[src/sv/sfr_pkg.sv]
// ----------------------------------------------------------------------------
// sfr_pkg: shared types and constants for the stream find-and-replace block
// Register indexes, the result record and a packed-byte select helper.
// ----------------------------------------------------------------------------
package sfr_pkg;

    localparam int PATTERN_MAX_DEF = 8;
    localparam int REPLACE_MAX_DEF = 8;

    localparam int CFG_IDX_W  = 3;
    localparam int CFG_DATA_W = 64;

    localparam logic [CFG_IDX_W-1:0] REG_PATTERN_BYTES     = 3'd0;
    localparam logic [CFG_IDX_W-1:0] REG_PATTERN_LENGTH    = 3'd1;
    localparam logic [CFG_IDX_W-1:0] REG_REPLACEMENT_BYTES = 3'd2;
    localparam logic [CFG_IDX_W-1:0] REG_REPLACEMENT_LENGTH = 3'd3;

    typedef struct packed {
        logic [7:0] out_byte;
        logic       has_byte;
        logic       run_last;
        logic       stream_end;
    } t_res;

    function automatic logic [7:0] byte_of(input logic [63:0] packed_bytes,
                                           input logic [2:0]  idx);
        return packed_bytes[{idx, 3'b000} +: 8];
    endfunction

endpackage

[src/sv/sfr_match_unit.sv]
// ----------------------------------------------------------------------------
// sfr_match_unit: shared prefix comparator
// Checks whether the held candidate, taken from a start offset, is a
// prefix of the pattern; also returns the candidate byte at that offset.
// ----------------------------------------------------------------------------
module sfr_match_unit #(
    parameter int PATTERN_MAX = sfr_pkg::PATTERN_MAX_DEF
) (
    input  logic [63:0] i_pat,
    input  logic [7:0]  i_byte,
    input  logic [2:0]  i_h,
    input  logic [3:0]  i_start,
    output logic        o_match,
    output logic [7:0]  o_cand_byte
);
    import sfr_pkg::*;

    always_comb begin
        logic [4:0] pos;
        logic [7:0] cb;
        o_match = 1'b1;
        for (int i = 0; i < PATTERN_MAX; i++) begin
            pos = {1'b0, i_start} + 5'(i);
            cb  = (pos < {2'b00, i_h}) ? byte_of(i_pat, pos[2:0]) : i_byte;
            if (pos <= {2'b00, i_h} && cb != byte_of(i_pat, 3'(i))) begin
                o_match = 1'b0;
            end
        end
    end

    assign o_cand_byte = ({1'b0, i_h} > i_start) ? byte_of(i_pat, i_start[2:0]) : i_byte;

endmodule

[src/sv/sfr_out_stage.sv]
// ----------------------------------------------------------------------------
// sfr_out_stage: output register
// Holds one result transaction; takes a new one in the cycle the held one
// leaves.
// ----------------------------------------------------------------------------
module sfr_out_stage (
    input  logic          i_clk,
    input  logic          i_rst_n,
    input  logic          i_push_valid,
    output logic          o_push_ready,
    input  sfr_pkg::t_res i_push_res,
    output logic          o_valid,
    input  logic          i_ready,
    output sfr_pkg::t_res o_res
);
    import sfr_pkg::*;

    logic r_valid;
    t_res r_res;

    assign o_push_ready = !r_valid || i_ready;

    always_ff @(posedge i_clk) begin
        if (!i_rst_n) begin
            r_valid <= 1'b0;
        end else if (i_push_valid && o_push_ready) begin
            r_valid <= 1'b1;
        end else if (i_ready) begin
            r_valid <= 1'b0;
        end
    end

    always_ff @(posedge i_clk) begin
        if (i_push_valid && o_push_ready) begin
            r_res <= i_push_res;
        end
    end

    assign o_valid = r_valid;
    assign o_res   = r_res;

endmodule

[src/sv/stream_find_replace.sv]
// ----------------------------------------------------------------------------
// stream_find_replace: streaming byte find-and-replace
// Replaces each leftmost, non-overlapping pattern occurrence in a byte
// stream with a replacement string; held bytes are always a pattern prefix.
// ----------------------------------------------------------------------------
// Usage:
//   Config channel (i_cfg_*): index 0 pattern bytes, 1 pattern length,
//   2 replacement bytes, 3 replacement length. Write only while idle; any
//   write to these indexes drops held bytes. Pattern length 0 passes bytes through.
//   Input channel: one byte per transaction, i_stream_last on the final one.
//   Output channel: one byte per transaction; o_run_last marks the last
//   result of an input, o_stream_end the end of stream. A final input with
//   nothing to emit yields a bare marker with o_has_byte low.
//   Sequence: in pass-through an input is accepted and then closed; else
//   it is accepted, the shared prefix comparator checks each candidate
//   start offset (a rejected offset emits its byte in the same cycle),
//   each replacement or flush byte is emitted and the input is closed;
//   up to 8 bytes are emitted per input. A new input is taken only once
//   the previous one is closed. The first output passes through the
//   pending byte and the output register.
//   Reset clears the configuration and control registers: pass-through, nothing held.
//   Output stalls back-pressure the sequencer; no transaction is dropped.
// ----------------------------------------------------------------------------
module stream_find_replace #(
    parameter int PATTERN_MAX = sfr_pkg::PATTERN_MAX_DEF,
    parameter int REPLACE_MAX = sfr_pkg::REPLACE_MAX_DEF
) (
    input  logic                           i_clk,
    input  logic                           i_rst_n,
    input  logic                           i_cfg_valid,
    output logic                           o_cfg_ready,
    input  logic [sfr_pkg::CFG_IDX_W-1:0]  i_cfg_index,
    input  logic [sfr_pkg::CFG_DATA_W-1:0] i_cfg_data,
    input  logic                           i_in_valid,
    output logic                           o_in_ready,
    input  logic [7:0]                     i_in_byte,
    input  logic                           i_stream_last,
    output logic                           o_out_valid,
    input  logic                           i_out_ready,
    output logic [7:0]                     o_out_byte,
    output logic                           o_has_byte,
    output logic                           o_run_last,
    output logic                           o_stream_end
);
    import sfr_pkg::*;

    typedef enum logic [2:0] {
        S_IDLE,
        S_SCAN,
        S_REPL,
        S_FLUSH,
        S_DONE
    } t_state;

    logic [63:0] r_pat;
    logic [3:0]  r_plen;
    logic [63:0] r_rep;
    logic [3:0]  r_rlen;

    t_state      r_state, n_state;
    logic [2:0]  r_held, n_held;
    logic [2:0]  r_h, n_h;
    logic [3:0]  r_start, n_start;
    logic [2:0]  r_idx, n_idx;
    logic [7:0]  r_byte, n_byte;
    logic        r_last, n_last;
    logic        r_pend_valid, n_pend_valid;
    logic [7:0]  r_pend_byte, n_pend_byte;

    logic        cfg_fire;
    logic        cfg_hit;
    logic        in_fire;
    logic [3:0]  plen_eff;
    logic [3:0]  rlen_eff;
    logic [3:0]  h_clamp;
    logic [3:0]  len;
    logic [3:0]  rem;
    logic        match;
    logic [7:0]  cand_byte;
    logic        emit_req;
    logic [7:0]  emit_byte;
    logic        can_emit;
    logic        push_valid;
    logic        push_ready;
    t_res        push_res;
    t_res        out_res;

    assign o_cfg_ready = (r_state == S_IDLE);
    assign cfg_fire    = i_cfg_valid && o_cfg_ready;
    assign cfg_hit     = cfg_fire && (i_cfg_index == REG_PATTERN_BYTES ||
                                      i_cfg_index == REG_PATTERN_LENGTH ||
                                      i_cfg_index == REG_REPLACEMENT_BYTES ||
                                      i_cfg_index == REG_REPLACEMENT_LENGTH);
    assign o_in_ready  = (r_state == S_IDLE);
    assign in_fire     = i_in_valid && o_in_ready;

    assign plen_eff = (r_plen > 4'(PATTERN_MAX)) ? 4'(PATTERN_MAX) : r_plen;
    assign rlen_eff = (r_rlen > 4'(REPLACE_MAX)) ? 4'(REPLACE_MAX) : r_rlen;
    assign h_clamp  = ({1'b0, r_held} > plen_eff - 4'd1) ? plen_eff - 4'd1
                                                          : {1'b0, r_held};
    assign len      = {1'b0, r_h} + 4'd1;
    assign rem      = len - r_start;
    assign can_emit = !r_pend_valid || push_ready;

    always_ff @(posedge i_clk) begin
        if (!i_rst_n) begin
            r_pat  <= '0;
            r_plen <= '0;
            r_rep  <= '0;
            r_rlen <= '0;
        end else if (cfg_fire) begin
            case (i_cfg_index)
                REG_PATTERN_BYTES:      r_pat  <= i_cfg_data;
                REG_PATTERN_LENGTH:     r_plen <= i_cfg_data[3:0];
                REG_REPLACEMENT_BYTES:  r_rep  <= i_cfg_data;
                REG_REPLACEMENT_LENGTH: r_rlen <= i_cfg_data[3:0];
                default: ;
            endcase
        end
    end

    sfr_match_unit #(
        .PATTERN_MAX (PATTERN_MAX)
    ) u_match (
        .i_pat       (r_pat),
        .i_byte      (r_byte),
        .i_h         (r_h),
        .i_start     (r_start),
        .o_match     (match),
        .o_cand_byte (cand_byte)
    );

    always_comb begin
        n_state      = r_state;
        n_held       = r_held;
        n_h          = r_h;
        n_start      = r_start;
        n_idx        = r_idx;
        n_byte       = r_byte;
        n_last       = r_last;
        n_pend_valid = r_pend_valid;
        n_pend_byte  = r_pend_byte;
        emit_req     = 1'b0;
        emit_byte    = '0;
        push_valid   = 1'b0;
        push_res     = '{out_byte: r_pend_byte, has_byte: 1'b1,
                         run_last: 1'b0, stream_end: 1'b0};

        case (r_state)
            S_IDLE: begin
                if (in_fire) begin
                    n_byte  = i_in_byte;
                    n_last  = i_stream_last;
                    n_start = '0;
                    if (plen_eff == 4'd0) begin
                        n_pend_valid = 1'b1;
                        n_pend_byte  = i_in_byte;
                        n_held       = '0;
                        n_state      = S_DONE;
                    end else begin
                        n_h     = h_clamp[2:0];
                        n_state = S_SCAN;
                    end
                end
            end
            S_SCAN: begin
                if (r_start < len && !match) begin
                    emit_req  = 1'b1;
                    emit_byte = cand_byte;
                    if (can_emit) begin
                        n_start = r_start + 4'd1;
                    end
                end else if (rem == plen_eff) begin
                    n_held = '0;
                    n_idx  = '0;
                    n_state = (rlen_eff != 4'd0) ? S_REPL : S_DONE;
                end else begin
                    n_held = rem[2:0];
                    n_idx  = '0;
                    n_state = (r_last && rem != 4'd0) ? S_FLUSH : S_DONE;
                end
            end
            S_REPL: begin
                emit_req  = 1'b1;
                emit_byte = byte_of(r_rep, r_idx);
                if (can_emit) begin
                    n_idx = r_idx + 3'd1;
                    if ({1'b0, r_idx} == rlen_eff - 4'd1) begin
                        n_state = S_DONE;
                    end
                end
            end
            S_FLUSH: begin
                emit_req  = 1'b1;
                emit_byte = byte_of(r_pat, r_idx);
                if (can_emit) begin
                    n_idx = r_idx + 3'd1;
                    if (r_idx == r_held - 3'd1) begin
                        n_held  = '0;
                        n_state = S_DONE;
                    end
                end
            end
            S_DONE: begin
                if (r_pend_valid) begin
                    push_valid = 1'b1;
                    push_res   = '{out_byte: r_pend_byte, has_byte: 1'b1,
                                   run_last: 1'b1, stream_end: r_last};
                    if (push_ready) begin
                        n_pend_valid = 1'b0;
                        n_state      = S_IDLE;
                    end
                end else if (r_last) begin
                    push_valid = 1'b1;
                    push_res   = '{out_byte: 8'h00, has_byte: 1'b0,
                                   run_last: 1'b1, stream_end: 1'b1};
                    if (push_ready) begin
                        n_state = S_IDLE;
                    end
                end else begin
                    n_state = S_IDLE;
                end
            end
            default: begin
                n_state = S_IDLE;
            end
        endcase

        // older pending byte leaves once a newer one exists
        if (emit_req && can_emit) begin
            push_valid   = r_pend_valid;
            n_pend_valid = 1'b1;
            n_pend_byte  = emit_byte;
        end

        if (cfg_hit) begin
            n_held = '0;
        end
    end

    always_ff @(posedge i_clk) begin
        if (!i_rst_n) begin
            r_state      <= S_IDLE;
            r_held       <= '0;
            r_pend_valid <= 1'b0;
            r_last       <= 1'b0;
        end else begin
            r_state      <= n_state;
            r_held       <= n_held;
            r_pend_valid <= n_pend_valid;
            r_last       <= n_last;
        end
    end

    always_ff @(posedge i_clk) begin
        r_h         <= n_h;
        r_start     <= n_start;
        r_idx       <= n_idx;
        r_byte      <= n_byte;
        r_pend_byte <= n_pend_byte;
    end

    sfr_out_stage u_out (
        .i_clk        (i_clk),
        .i_rst_n      (i_rst_n),
        .i_push_valid (push_valid),
        .o_push_ready (push_ready),
        .i_push_res   (push_res),
        .o_valid      (o_out_valid),
        .i_ready      (i_out_ready),
        .o_res        (out_res)
    );

    assign o_out_byte   = out_res.out_byte;
    assign o_has_byte   = out_res.has_byte;
    assign o_run_last   = out_res.run_last;
    assign o_stream_end = out_res.stream_end;

    a_idle_no_pending: assert property (@(posedge i_clk) disable iff (!i_rst_n)
        (r_state == S_IDLE) |-> !r_pend_valid)
        else $error("pending byte left over at idle");

    a_held_below_plen: assert property (@(posedge i_clk) disable iff (!i_rst_n)
        (r_state == S_IDLE && plen_eff != 4'd0) |-> ({1'b0, r_held} < plen_eff))
        else $error("held count not below pattern length");

    a_scan_start_bound: assert property (@(posedge i_clk) disable iff (!i_rst_n)
        (r_state == S_SCAN) |-> (r_start <= len))
        else $error("scan offset past candidate length");

    a_end_is_run_last: assert property (@(posedge i_clk) disable iff (!i_rst_n)
        (push_valid && push_res.stream_end) |-> (push_res.run_last && r_last))
        else $error("stream end without run end");

endmodule
[config.mk]
export PLATFORM = sky130hd
export DESIGN_NAME = stream_find_replace
export DESIGN_NICKNAME = d
export VERILOG_FILES = /design/src/sv/sfr_pkg.sv /design/src/sv/sfr_match_unit.sv /design/src/sv/sfr_out_stage.sv /design/src/sv/stream_find_replace.sv
export SDC_FILE = /design/constraint.sdc
export NUM_CORES = 1
export LEC_CHECK = 0
export ABC_CLOCK_PERIOD_IN_PS = 14600
export BUFFER_PORTS_ARGS = -buffer_cell sky130_fd_sc_hd__buf_2
export CAP_MARGIN = 20
export CORE_MARGIN = 2
export CORE_UTILIZATION = 67
export DETAILED_ROUTE_END_ITERATION = 7
export PLACE_DENSITY = 0.91
export SLEW_MARGIN = 20
export SYNTH_ARGS = -nofsm -noshare
export SYNTH_HDL_FRONTEND = slang
export SYNTH_SLANG_ARGS = --single-unit
[constraint.sdc]
create_clock -name i_clk -period 14.6 [get_ports i_clk]
set_clock_uncertainty 0.05 [all_clocks]
set_input_delay 2.19 -clock i_clk [delete_from_list [all_inputs] [get_ports i_clk]]
set_output_delay 2.19 -clock i_clk [all_outputs]
set_load 0.03 [all_outputs]
==> impl_metrics.json <==
{
  "fp.dieW_um": 151.8,
  "hold_viol_final": 0,
  "grt_pass1_wl_mm": 76.67,
  "dpl_cell_area_um2": 15060,
  "syn_nets": 1691,
  "synth_edf_count": 37,
  "setup_viol": 0,
  "cp-end-kind": "flip-flop",
  "cp_max_fo": 57,
  "grt_max_degree": 138,
  "core_area_um2": 21620,
  "postCtsHoldBufs": 0,
  "final_common_cell": "nand2_1",
  "final_core_util": 0.7249,
  "syn_area_per_cell_um2": 9.307,
  "cap_viol_max_count": 0,
  "cts_resized": 0,
  "postCtsSetupBuffers": 0,
  "ios": 95,
  "drcViolationCount": 19,
  "path_cells": "buf_4, buf_4, inv_1, ha_2, buf_4, inv_2, ha_1, a21o_1, a31oi_1, nor3b_1, o21ai_0, a2111oi_0, nand4_1, o221ai_1, a31oi_1, o21a_1, or2_1",
  "via_count": 13470,
  "antenna_found_initial": 1,
  "drive_above_1_share": 0.1916,
  "synth-async-reset-ratio": 0,
  "min_path_type": "flip-flop to flip-flop",
  "status": "finished with violations",
  "area_growth_pct": 7.050,
  "p_leak_nw": 5.805,
  "gp_congestion": 1.099,
  "fin_crit_ns": 6.781,
  "drtAntennaViolNets": 0,
  "cts_tree": "built",
  "max_stage_delay_ns": 0.68,
  "dieArea_um2": 23050,
  "cp-start-kind": "flip-flop",
  "finalMaxSlewViolations": 0,
  "post_drt_via_cell_ratio": 7.260,
  "syn_inst": 1573,
  "crit_top_cell": "buf_4",
  "nets": 1681,
  "row_count": 54,
  "rsz0062_at_grt": "false",
  "cp_slowest_cell": "buf_4",
  "clk_root_buffer_cell": "clkbuf_16",
  "yosysSeqAreaShare": 0.2742,
  "tightest_slew_ns": 1.059,
  "clkSinkCount": 182,
  "violations": "DRC",
  "grt_overflow": 0,
  "drt_first_pass_iters": 8,
  "syn-cell-area_um2": 14640,
  "ir_worst_vdd_mv": 0.09448,
  "routed_wl_mm": 51.02,
  "maxSlewHeadroom": 0.2895,
  "numPortBuffers": 94,
  "place_hpwl_mm": 33.40,
  "cp.required_ns": 14.71,
  "arrival_ns": 6.90,
  "max_freq_mhz": 147.5,
  "fin_crit_sh": 0.4645,
  "ys_seq_elements": 182,
  "initial_core_util": 0.6771,
  "cts_buffers": 17,
  "design_area_um2": 15670,
  "diodes": 0,
  "routedWlPerCell_um": 27.49,
  "setup_tns_ns": 0,
  "htree_levels": 4,
  "clk_latency_ns": 0.45,
  "cts_buffer_depth": 2,
  "crit_type": "flip-flop to flip-flop",
  "netlist-cell-type-count": 72,
  "worst_setup_hold_path_clk_slew_ns": 0.08,
  "pwr_density_cell_nw_per_um2": 85.15,
  "layout_common_cells": "nand2_1 (312), dfxtp_1 (145), a21boi_0 (132)",
  "grt_use_total": 0.4341,
  "dr.first_iter.drc_count": 2017,
  "ys.flop_type": "dfxtp_1",
  "ys_warn_count": 0,
  "die_h_um": 151.8,
  "grt_pass1_vias": 13060
}
==> area by class of cell <==
type | count | area, µm²
repair buffers | 132 | 775.7
multi-input cells | 1187 | 9791
clock inverters | 15 | 155.1
flip-flops and latches | 182 | 4014
clock buffers | 17 | 425.4
inverters | 43 | 161.4
well taps | 280 | 350.3
fillers | 1486 | 5948
==> where the power goes <==
group          internal [mW]  switching (mW)  total [mW]
Clock                  0.230           0.239       0.469
Combinational          0.130           0.174       0.303
Sequential             0.529          0.0333       0.562
Total                  0.888           0.446        1.33
==> layer usage <==
metal  wire (µm)  GRT usage
met1       16510     0.5340
met2       21010     0.6205
met3        8817     0.1834
met4        4685     0.2937
met5           0    0.01035
==> critical path: cells and delay by family, from the launching register on <==
kind / cells / cell delay (ns)
AOI/OAI and AO/OA: 7 / 1.81
DFF: 1 / 0.33
buffers and inverters: 5 / 2.39
and+or+nand+nor: 3 / 1.12
adders and majority gates: 2 / 0.74
==> cell usage after synthesis (7+ instances only) <==
library cell  count  share of area
a21boi_0        132          0.068
a21o_1            8         0.0041
a21oi_1          37          0.013
a31oi_1          10         0.0043
and2_1           10         0.0043
buf_1            25         0.0064
buf_2            18         0.0062
buf_4             7         0.0036
clkbuf_1        107          0.027
dfxtp_1         145           0.20
edfxtp_1         37          0.076
ha_1             36          0.031
inv_1            37         0.0095
mux2_2            8         0.0062
mux2i_1         112          0.077
mux4_2          112           0.17
nand2_1         313          0.080
nand2b_1         10         0.0043
nand3_1           9         0.0031
nand4_1           9         0.0038
nor2_1           43          0.011
nor2b_1          29          0.012
nor3_1           16         0.0055
nor4_1           14         0.0060
o211ai_1          7         0.0036
o21ai_0          19         0.0065
o221ai_1          9         0.0054
o22ai_1           9         0.0038
xnor2_1          77          0.046
xor2_1           81          0.048
==> kinds of logic (layout without fill, tap and decap cells) <==
group,count (synthesis),count (layout),synth area share
xor gates and xnor gates,160,160,0.09751
DFF,182,182,0.2742
adders and majority gates,37,37,0.03213
and+or+nand+nor,479,479,0.1437
AOI/OAI and AO/OA,276,276,0.1352
buffers and inverters,204,207,0.05794
muxes,235,235,0.2594
==> state kept, by name, summed over array words and instances, names as in the netlist, 3 cells and up <==
name         cells
r_start          4
r_state          3
r_rep           64
r_byte           8
r_plen           4
r_held           3
r_pat           64
r_pend_byte      8
u_out.o_res     11
r_rlen           4
r_idx            3
r_h              3
==> worst paths after layout <==
kind	startpoint	to	slack (ns)	cells past startpoint
min	r_rep[7]	r_rep[7]	0.42	2
min reg2reg	r_rep[7]	r_rep[7]	0.42	2
max reg2reg	r_start[1]	r_pend_byte[3]	7.82	17
max	r_start[1]	r_pend_byte[3]	7.82	17
==> metrics by stage <==
stage | setup WS (ns) | total power [mW] | instances | hold WS (ns)
4_1_cts | 7.926 | 1.319 | 1855 | 0.4181
2_1_floorplan | 9.092 | 0.7831 | 1573 | 0.3902
5_1_grt | 7.320 | 1.368 | 1856 | 0.4328
3_5_place_dp | 7.977 | 0.8606 | 1823 | 0.4079
3_3_place_gp | 8.299 | 0.8519 | 1823 | 0.4013
6_report | 7.819 | 1.335 | 1856 | 0.4157
Note: power is estimated with default switching activity, not from simulation.
